===== src/design/b2r_pkg.sv =====
// ----------------------------------------------------------------------------
// b2r_pkg
// Shared types and constants for the 24-bit bitmap to RGB565 bus writer.
// ----------------------------------------------------------------------------
package b2r_pkg;

	// Parser phases.
	typedef enum logic [1:0] {
		PH_HEADER = 2'd0,
		PH_SEEK   = 2'd1,
		PH_DATA   = 2'd2,
		PH_IDLE   = 2'd3
	} phase_t;

	// Configuration register indexes.
	typedef enum logic [1:0] {
		REG_SCREEN_WIDTH  = 2'd0,
		REG_SCREEN_HEIGHT = 2'd1,
		REG_COLUMN_OFFSET = 2'd2,
		REG_ROW_OFFSET    = 2'd3
	} reg_index_t;

	// Controller command indexes.
	localparam logic [15:0] CMD_HWIN  = 16'h0044;
	localparam logic [15:0] CMD_VWIN  = 16'h0045;
	localparam logic [15:0] CMD_ADDR  = 16'h0021;
	localparam logic [15:0] CMD_WRITE = 16'h0022;

	// Header layout.
	localparam logic [31:0] HDR_LEN     = 32'd34;
	localparam logic [15:0] BMP_PLANES  = 16'd1;
	localparam logic [15:0] BMP_DEPTH   = 16'd24;

	// Slot of the pixel word in a result burst, and of the last command.
	localparam logic [2:0] SLOT_LAST_CMD = 3'd6;
	localparam logic [2:0] SLOT_PIXEL    = 3'd7;

endpackage


===== src/design/bmp24_to_rgb565_lcd_writer.sv =====
// ----------------------------------------------------------------------------
// bmp24_to_rgb565_lcd_writer
// Parses a 24-bit bitmap byte stream and issues LCD window commands and
// RGB565 pixel writes, centring and clipping the image on the screen.
// ----------------------------------------------------------------------------
// The first result of a byte appears in the cycle after it is accepted.
// Throughput: one byte per cycle while out_stall is low and each byte gives at
// most one result; a byte that opens a drawn row gives seven results and holds
// the input while the burst drains through the result buffer.
// Reset: arst_n clears the parser and loads the screen size defaults 176x220.
module bmp24_to_rgb565_lcd_writer #(
	parameter int MAX_IMAGE_WIDTH = 1280
) (
	input  logic        clk,
	input  logic        arst_n,
	// configuration port
	input  logic        cfg_we,
	input  logic [1:0]  cfg_index,
	input  logic [8:0]  cfg_data,
	// byte input
	input  logic        in_valid,
	output logic        in_stall,
	input  logic        restart,
	input  logic [7:0]  file_byte,
	// bus write output
	output logic        out_valid,
	input  logic        out_stall,
	output logic        is_command,
	output logic [15:0] bus_word,
	output logic        rejected,
	output logic        image_done,
	output logic        last_of_run
);

	localparam int SW = $clog2(MAX_IMAGE_WIDTH * 3 + 4);
	localparam logic [31:0] MAX_W = 32'(MAX_IMAGE_WIDTH);

	// Configuration registers.
	logic [8:0] scr_w_q, scr_h_q;
	logic [7:0] col_ofs_q, row_ofs_q;

	always_ff @(posedge clk or negedge arst_n) begin
		if (!arst_n) begin
			scr_w_q   <= 9'd176;
			scr_h_q   <= 9'd220;
			col_ofs_q <= 8'd0;
			row_ofs_q <= 8'd0;
		end else if (cfg_we) begin
			case (b2r_pkg::reg_index_t'(cfg_index))
				b2r_pkg::REG_SCREEN_WIDTH:  scr_w_q   <= cfg_data;
				b2r_pkg::REG_SCREEN_HEIGHT: scr_h_q   <= cfg_data;
				b2r_pkg::REG_COLUMN_OFFSET: col_ofs_q <= cfg_data[7:0];
				b2r_pkg::REG_ROW_OFFSET:    row_ofs_q <= cfg_data[7:0];
				default: ;
			endcase
		end
	end

	// Parser state.
	b2r_pkg::phase_t phase_q, phase_d;
	logic [31:0] pos_q, pos_d;
	logic [31:0] ofs_q, ofs_d;
	logic [31:0] img_w_q, img_w_d;
	logic [31:0] img_h_q, img_h_d;
	logic [31:0] pd_q, pd_d;
	logic [31:0] comp_q, comp_d;
	logic [SW-1:0] stride_q, stride_d;
	logic [SW-1:0] bir_q, bir_d;
	logic [1:0]  sub_q, sub_d;
	logic [31:0] skip_q, skip_d;
	logic [7:0]  xs_q, xs_d, xe_q, xe_d, ys_q, ys_d;
	logic [7:0]  row_q, row_d;
	logic [8:0]  vis_q, vis_d;
	logic [10:0] vis3_q, vis3_d;
	logic [15:0] partial_q, partial_d;

	// Result burst produced by the current byte.
	logic        gen_rej, gen_cmd, gen_pix, gen_done;
	logic [15:0] gen_word;

	// Result buffer.
	logic        ob_valid_q;
	logic [2:0]  ob_idx_q, ob_last_q;
	logic        ob_rej_q, ob_done_q;
	logic [15:0] ob_pix_q;

	logic in_fire, out_fire, ob_free;

	assign out_fire = out_valid && !out_stall;
	assign ob_free  = out_fire && (ob_idx_q == ob_last_q);
	assign in_stall = ob_valid_q && !ob_free;
	assign in_fire  = in_valid && !in_stall;

	// Effective state after an optional restart, and the byte decode.
	logic [31:0] pos_e, ofs_e, w_e, h_e, pd_e, comp_e;
	b2r_pkg::phase_t phase_e;
	logic [31:0] comp_full;
	logic        hdr_ok;
	logic [8:0]  sw_c, sh_c;
	logic        w_gt, h_gt, do_data;
	logic [SW-1:0] bir_inc;

	always_comb begin
		phase_e = restart ? b2r_pkg::PH_HEADER : phase_q;
		pos_e   = restart ? 32'd0 : pos_q;
		ofs_e   = restart ? 32'd0 : ofs_q;
		w_e     = restart ? 32'd0 : img_w_q;
		h_e     = restart ? 32'd0 : img_h_q;
		pd_e    = restart ? 32'd0 : pd_q;
		comp_e  = restart ? 32'd0 : comp_q;

		sw_c = (scr_w_q == 9'd0) ? 9'd1 : ((scr_w_q > 9'd256) ? 9'd256 : scr_w_q);
		sh_c = (scr_h_q == 9'd0) ? 9'd1 : ((scr_h_q > 9'd256) ? 9'd256 : scr_h_q);
		w_gt = w_e > {23'd0, sw_c};
		h_gt = h_e > {23'd0, sh_c};

		comp_full = {file_byte, comp_e[23:0]};
		hdr_ok = (pd_e[15:0] == b2r_pkg::BMP_PLANES) && (pd_e[31:16] == b2r_pkg::BMP_DEPTH)
			&& (comp_full == 32'd0) && (w_e != 32'd0) && (w_e <= MAX_W) && (h_e != 32'd0);

		bir_inc = bir_q + 1'b1;

		phase_d   = phase_e;
		pos_d     = (pos_e == 32'hFFFF_FFFF) ? pos_e : pos_e + 32'd1;
		ofs_d     = ofs_e;
		img_w_d   = w_e;
		img_h_d   = h_e;
		pd_d      = pd_e;
		comp_d    = comp_e;
		stride_d  = stride_q;
		bir_d     = bir_q;
		sub_d     = sub_q;
		skip_d    = skip_q;
		xs_d      = xs_q;
		xe_d      = xe_q;
		ys_d      = ys_q;
		row_d     = row_q;
		vis_d     = vis_q;
		vis3_d    = vis3_q;
		partial_d = partial_q;
		gen_rej   = 1'b0;
		gen_cmd   = 1'b0;
		gen_pix   = 1'b0;
		gen_done  = 1'b0;
		gen_word  = 16'd0;
		do_data   = 1'b0;

		case (phase_e)
			b2r_pkg::PH_HEADER: begin
				// Gather the little-endian header words.
				if (pos_e < b2r_pkg::HDR_LEN) begin
					case (pos_e[5:0])
						6'd10: ofs_d[7:0]    = ofs_e[7:0] | file_byte;
						6'd11: ofs_d[15:8]   = ofs_e[15:8] | file_byte;
						6'd12: ofs_d[23:16]  = ofs_e[23:16] | file_byte;
						6'd13: ofs_d[31:24]  = ofs_e[31:24] | file_byte;
						6'd18: img_w_d[7:0]  = w_e[7:0] | file_byte;
						6'd19: img_w_d[15:8] = w_e[15:8] | file_byte;
						6'd20: img_w_d[23:16] = w_e[23:16] | file_byte;
						6'd21: img_w_d[31:24] = w_e[31:24] | file_byte;
						6'd22: img_h_d[7:0]  = h_e[7:0] | file_byte;
						6'd23: img_h_d[15:8] = h_e[15:8] | file_byte;
						6'd24: img_h_d[23:16] = h_e[23:16] | file_byte;
						6'd25: img_h_d[31:24] = h_e[31:24] | file_byte;
						6'd26: pd_d[7:0]     = pd_e[7:0] | file_byte;
						6'd27: pd_d[15:8]    = pd_e[15:8] | file_byte;
						6'd28: pd_d[23:16]   = pd_e[23:16] | file_byte;
						6'd29: pd_d[31:24]   = pd_e[31:24] | file_byte;
						6'd30: comp_d[7:0]   = comp_e[7:0] | file_byte;
						6'd31: comp_d[15:8]  = comp_e[15:8] | file_byte;
						6'd32: comp_d[23:16] = comp_e[23:16] | file_byte;
						6'd33: comp_d[31:24] = comp_e[31:24] | file_byte;
						default: ;
					endcase
				end
				// Check the header on its last byte and set up the window.
				if (pos_e == b2r_pkg::HDR_LEN - 32'd1) begin
					if (!hdr_ok) begin
						gen_rej = 1'b1;
						phase_d = b2r_pkg::PH_IDLE;
					end else begin
						if (w_gt) begin
							xs_d  = 8'd0;
							xe_d  = 8'(sw_c - 9'd1);
							vis_d = sw_c;
						end else begin
							xs_d  = 8'((sw_c - w_e[8:0]) >> 1);
							xe_d  = 8'(((sw_c - w_e[8:0]) >> 1) + w_e[8:0] - 9'd1);
							vis_d = w_e[8:0];
						end
						if (h_gt) begin
							ys_d   = 8'd0;
							row_d  = 8'(sh_c - 9'd1);
							skip_d = h_e - {23'd0, sh_c};
						end else begin
							ys_d   = 8'((sh_c - h_e[8:0]) >> 1);
							row_d  = 8'(((sh_c - h_e[8:0]) >> 1) + h_e[8:0] - 9'd1);
							skip_d = 32'd0;
						end
						vis3_d   = 11'({2'b00, vis_d} * 11'd3);
						stride_d = SW'((w_e[SW-1:0] * SW'(3) + SW'(3)) & ~SW'(3));
						bir_d    = '0;
						sub_d    = 2'd0;
						ofs_d    = (ofs_e < b2r_pkg::HDR_LEN) ? b2r_pkg::HDR_LEN : ofs_e;
						phase_d  = b2r_pkg::PH_SEEK;
					end
				end
			end
			b2r_pkg::PH_SEEK: begin
				if (pos_e >= ofs_e) begin
					phase_d = b2r_pkg::PH_DATA;
					do_data = 1'b1;
				end
			end
			b2r_pkg::PH_DATA: do_data = 1'b1;
			default: ;
		endcase

		// Pixel data byte.
		if (do_data) begin
			if (skip_q != 32'd0) begin
				if (bir_inc >= stride_q) begin
					bir_d  = '0;
					sub_d  = 2'd0;
					skip_d = skip_q - 32'd1;
				end else begin
					bir_d = bir_inc;
					sub_d = (sub_q == 2'd2) ? 2'd0 : sub_q + 2'd1;
				end
			end else begin
				gen_cmd = (bir_q == '0);
				if (32'(bir_q) < 32'(vis3_q)) begin
					case (sub_q)
						2'd0: partial_d = {11'd0, file_byte[7:3]};
						2'd1: partial_d = partial_q | {5'd0, file_byte[7:2], 5'd0};
						default: begin
							gen_pix  = 1'b1;
							gen_word = partial_q | {file_byte[7:3], 11'd0};
							gen_done = (32'(bir_q) == 32'(vis3_q) - 32'd1) && (row_q <= ys_q);
						end
					endcase
				end
				if (gen_done) begin
					phase_d = b2r_pkg::PH_IDLE;
				end else if (bir_inc >= stride_q) begin
					bir_d = '0;
					sub_d = 2'd0;
					row_d = row_q - 8'd1;
				end else begin
					bir_d = bir_inc;
					sub_d = (sub_q == 2'd2) ? 2'd0 : sub_q + 2'd1;
				end
			end
		end
	end

	// Parser registers.
	always_ff @(posedge clk or negedge arst_n) begin
		if (!arst_n) begin
			phase_q <= b2r_pkg::PH_HEADER;
			pos_q   <= 32'd0;
			ofs_q   <= 32'd0;
			img_w_q <= 32'd0;
			img_h_q <= 32'd0;
			pd_q    <= 32'd0;
			comp_q  <= 32'd0;
			stride_q <= '0;
			bir_q   <= '0;
			sub_q   <= 2'd0;
			skip_q  <= 32'd0;
			xs_q    <= 8'd0;
			xe_q    <= 8'd0;
			ys_q    <= 8'd0;
			row_q   <= 8'd0;
			vis_q   <= 9'd0;
			vis3_q  <= 11'd0;
		end else if (in_fire) begin
			phase_q <= phase_d;
			pos_q   <= pos_d;
			ofs_q   <= ofs_d;
			img_w_q <= img_w_d;
			img_h_q <= img_h_d;
			pd_q    <= pd_d;
			comp_q  <= comp_d;
			stride_q <= stride_d;
			bir_q   <= bir_d;
			sub_q   <= sub_d;
			skip_q  <= skip_d;
			xs_q    <= xs_d;
			xe_q    <= xe_d;
			ys_q    <= ys_d;
			row_q   <= row_d;
			vis_q   <= vis_d;
			vis3_q  <= vis3_d;
		end
	end

	// Pixel payload registers.
	always_ff @(posedge clk) begin
		if (in_fire) begin
			partial_q <= partial_d;
			if (gen_pix) begin
				ob_pix_q  <= gen_word;
				ob_done_q <= gen_done;
			end
		end
	end

	// Result buffer control: a burst of commands, a pixel, or a reject.
	always_ff @(posedge clk or negedge arst_n) begin
		if (!arst_n) begin
			ob_valid_q <= 1'b0;
			ob_idx_q   <= 3'd0;
			ob_last_q  <= 3'd0;
			ob_rej_q   <= 1'b0;
		end else if (in_fire && (gen_rej || gen_cmd || gen_pix)) begin
			ob_valid_q <= 1'b1;
			ob_rej_q   <= gen_rej;
			ob_idx_q   <= (gen_rej || gen_cmd) ? 3'd0 : b2r_pkg::SLOT_PIXEL;
			ob_last_q  <= gen_rej ? 3'd0
				: (gen_pix ? b2r_pkg::SLOT_PIXEL : b2r_pkg::SLOT_LAST_CMD);
		end else if (ob_free) begin
			ob_valid_q <= 1'b0;
		end else if (out_fire) begin
			ob_idx_q <= ob_idx_q + 3'd1;
		end
	end

	// Output word selection.
	always_comb begin
		out_valid   = ob_valid_q;
		rejected    = ob_rej_q;
		last_of_run = ob_idx_q == ob_last_q;
		is_command  = 1'b0;
		image_done  = 1'b0;
		bus_word    = 16'd0;
		if (!ob_rej_q) begin
			case (ob_idx_q)
				3'd0: begin is_command = 1'b1; bus_word = b2r_pkg::CMD_HWIN; end
				3'd1: bus_word = {col_ofs_q + xe_q, col_ofs_q + xs_q};
				3'd2: begin is_command = 1'b1; bus_word = b2r_pkg::CMD_VWIN; end
				3'd3: bus_word = {row_ofs_q + row_q, row_ofs_q + row_q};
				3'd4: begin is_command = 1'b1; bus_word = b2r_pkg::CMD_ADDR; end
				3'd5: bus_word = {row_ofs_q + row_q, col_ofs_q + xs_q};
				3'd6: begin is_command = 1'b1; bus_word = b2r_pkg::CMD_WRITE; end
				default: begin
					bus_word   = ob_pix_q;
					image_done = ob_done_q;
				end
			endcase
		end
	end

endmodule


===== config.mk =====
export PLATFORM = sky130hd
export DESIGN_NAME = bmp24_to_rgb565_lcd_writer
export DESIGN_NICKNAME = d
export VERILOG_FILES = /design/src/design/b2r_pkg.sv /design/src/design/bmp24_to_rgb565_lcd_writer.sv
export SDC_FILE = /design/constraint.sdc
export NUM_CORES = 1
export LEC_CHECK = 0
export BUFFER_PORTS_ARGS = -buffer_cell sky130_fd_sc_hd__clkbuf_2
export CAP_MARGIN = 20
export CORE_UTILIZATION = 24
export DETAILED_ROUTE_END_ITERATION = 8
export SETUP_SLACK_MARGIN = 0.4
export SYNTH_ARGS = -nofsm -noshare
export SYNTH_HDL_FRONTEND = slang
export SYNTH_SLANG_ARGS = --single-unit

===== constraint.sdc =====
create_clock -name clk -period 5.4 [get_ports clk]
set_input_delay 1.08 -clock clk [delete_from_list [all_inputs] [get_ports clk]]
set_output_delay 1.08 -clock clk [all_outputs]
set_load 0.02 [all_outputs]

==> results.py <==
metrics = {
    "yosys": {
        "synth_xor_xnor_area_share_pct": 4.96,
        "synth-main-ff-cell": "dfrtp_1",
        "syn_inst": 2638,
        "synth_compound_area_share_pct": 17.9,
        "ys_types": 93,
        "ys_seq_area_share_pct": 38.6,
        "synth_most_common_cell": "nand2_1",
        "synth_mux_area_share_pct": 2.50,
        "synth_edf_count": 28,
        "synthTopCellsByCount": "nand2_1, dfrtp_1, o21ai_0",
        "syn_area_um2": 23300,
        "netlist_top_cells_area": "dfrtp_1, ha_1, nand2_1",
        "netlist.area_leader.share_pct": 34.1,
        "ys_warn_count": 0,
        "synth-simple-area-share_pct": 20.6,
        "synth_nets": 2867,
        "synth_fa_ha_area_share_pct": 11.2,
        "avgSynthCellArea_um2": 8.84,
        "synth_top_family_by_area": "simple AND/OR/NAND/NOR gates",
        "synth_top_cell_by_area": "dfrtp_1",
        "async_flop_share_pct": 92.1,
        "ys_ff_latch": 354,
    },
    "worst_setup_path": {
        "critPathMaxFanout": 11,
        "worstSetupEndpointType": "flop",
        "worstPathArrival_ps": 5040,
        "r2r_start": "scr_w_q[3]",
        "crit_type": "reg -> reg",
        "startpoint": "scr_w_q[3]",
        "start_kind": "flop",
        "timing.rr.end": "vis3_q[10]",
        "reg2reg_slack_ps": 790,
        "reg2reg_depth": 19,
        "cp.required_ps": 5830,
        "critPathCapture": "vis3_q[10]",
    },
    "global_route": {
        "grt_max_degree": 114,
        "grt_antenna_before_repair": 0,
        "gr-total-overflow": 0,
        "grt_pass1_vias": 19000,
        "grt_pass1_wl_um": 110000,
        "grt.total_usage_pct": 14.0,
    },
    "timing": {
        "finalMaxSlewViolations": 0,
        "finalHoldViolations": 0,
        "fin_setup_tns_ps": 0,
        "period_needed_ps": 4610,
        "final.setup.worst_slack_ps": 793,
        "rsz0062_at_grt": "false",
        "worst_slew_pin_slew_ps": 1010,
        "hold_ws_ps": 445,
        "fin_crit_sh_pct": 85.3,
        "fmax_mhz": 217,
        "finClkSkew_ps": 34.5,
        "slew_headroom_pct": 32.5,
        "final-setup-viol-count": 0,
    },
    "place": {
        "port_buffers": 46,
        "placedCellCount": 3879,
        "placed_area_um2": 25200,
        "pre_cts_slack_ps": 220,
        "hpwl_um": 50900,
        "gp_congestion": 0.893,
    },
    "layout": {
        "fin_area_um2": 26600,
        "finalNetCount": 2889,
        "final_cells": 3952,
        "drive_gt1_share_pct": 9.53,
        "synthToLayoutAreaGrowth_pct": 13.9,
        "n_antenna_cell": 0,
        "final_util_pct": 27.8,
    },
    "outcome": {
        "status": "finished, final reports clean",
    },
    "floorplanning": {
        "placementRows": 113,
        "die_x_um": 314,
        "io_pins": 47,
        "core-area_um2": 95600,
        "die_area_um2": 98400,
        "start_util_pct": 24.4,
        "die_h_um": 314,
    },
    "cts": {
        "hold_buffers": 0,
        "tritoncts": "built",
        "cts_made_buffers": 41,
        "htree_levels": 2,
        "cts.sinks": 354,
        "insertion_delay_ps": 590,
        "clk_path_buf_depth": 3,
        "cts-root-buf": "clkbuf_16",
        "post_cts_buffers": 0,
        "cts.clk_slew.worst_paths_ps": 60,
    },
    "routing": {
        "drtPass1Iterations": 6,
        "num_vias": 19700,
        "final_antenna_net_count": 0,
        "routedWlPerCell_um": 17.5,
        "viasPerCell": 4.99,
        "drc_errors": 0,
        "drt_iter0_drc": 1291,
        "wl_um": 69300,
    },
    "power_and_ir_drop": {
        "power_mw": 8.45,
        "leakage_nw": 12.0,
        "max-vdd-ir-drop_mv": 0.242,
        "p_per_area_nw_per_um2": 318,
    },
    "run": {
        "cap_violations": 0,
    },
    "worst_hold_path": {
        "hp-class": "in -> async",
    },
}
[how the worst min path moves through the flow]
stage / startpoint / endpoint / slack [ps] / cells past startpoint
2_1_floorplan: phase_q[1] / phase_q[1] / 440 / 1
3_3_place_gp: phase_q[1] / phase_q[1] / 460 / 1
3_5_place_dp: phase_q[1] / phase_q[1] / 470 / 1
4_1_cts: arst_n / skip_q[2] / 460 / 1
5_1_grt: arst_n / skip_q[2] / 470 / 1
6_report: arst_n / skip_q[2] / 450 / 1
[per-layer routing]
layer / vias up / GRT usage (%) / share of wire, %
met2: 449 / 23.2 / 48
met1: 9739 / 18.7 / 46
met5: - / 0 / 0
met3: 93 / 2.10 / 4.6
li1: 9451 / - / -
met4: 0 / 3.81 / 2.2
[cells in the final DEF, fill, tap and decap left out, drive strengths merged, types with 23 or more instances in the layout]
cell type / count
a21oi: 137
a32o: 31
buf: 50
nor4: 69
edfxtp: 28
or3: 29
ha: 195
clkbuf: 102
inv: 137
nand3: 66
nand4: 23
xor2: 52
o21ai: 273
nor2b: 60
nor3: 73
and2: 34
nand2: 392
dfrtp: 318
mux2: 39
nor2: 132
a21o: 55
xnor2: 80
[power by group]
part / internal, mW / switching, mW
Sequential: 2.81 / 0.140
Combinational: 0.998 / 1.72
Clock: 1.59 / 1.19
[area by class of cell]
cell class	instances	area, um2
fillers	10300	69000
multi-input cells	2031	13500
flip-flops and latches	354	9010
well taps	1265	1580
clock buffers	57	1160
repair buffers	95	653
inverters	137	517
clock inverters	13	150
[sequential cells by signal, indices dropped and copies added, names as in the netlist, 3 cells and up]
name       count
ob_idx_q       3
pd_q          32
col_ofs_q      8
xs_q           8
ofs_q         32
xe_q           8
ys_q           8
bir_q         12
scr_h_q        9
row_ofs_q      8
scr_w_q        9
img_w_q       32
vis3_q        11
img_h_q       32
skip_q        32
row_q          8
pos_q         32
stride_q      10
partial_q     11
ob_pix_q      16
comp_q        24
[critical path: stages (launching register included)]
cell and delay [ps]:
dfrtp_1 400, or4_1 580, nor4_1 170, o21ai_0 150, inv_1 180, ha_1 140, nand4_1 90, or4_1 460
o21ai_1 140, nand2_2 170, buf_4 230, mux2i_2 280, ha_1 280, a21o_1 150, a21o_1 190, a21o_1 170
a21oi_1 200, o21ai_0 170, a211oi_1 250, a21oi_1 60
[cell families (layout without fill, tap and decap cells)]
logic type | count (synthesis) | count (layout)
adder cells (fa/ha/maj) | 204 | 204
AO/OA/AOI/OAI | 661 | 661
flip-flops | 354 | 354
buffers and inverters | 253 | 302
XOR/XNOR | 132 | 132
AND/OR/NAND/NOR | 981 | 981
multiplexers | 53 | 53
[what timing repair did]
item / 4_1_cts / 5_1_grt
endpoints found under the hold margin: 0 / 0
gates resized for setup: 0 / 2
endpoints found under the setup margin: 0 / 3
No activity file was read; power rests on OpenSTA's default activity.
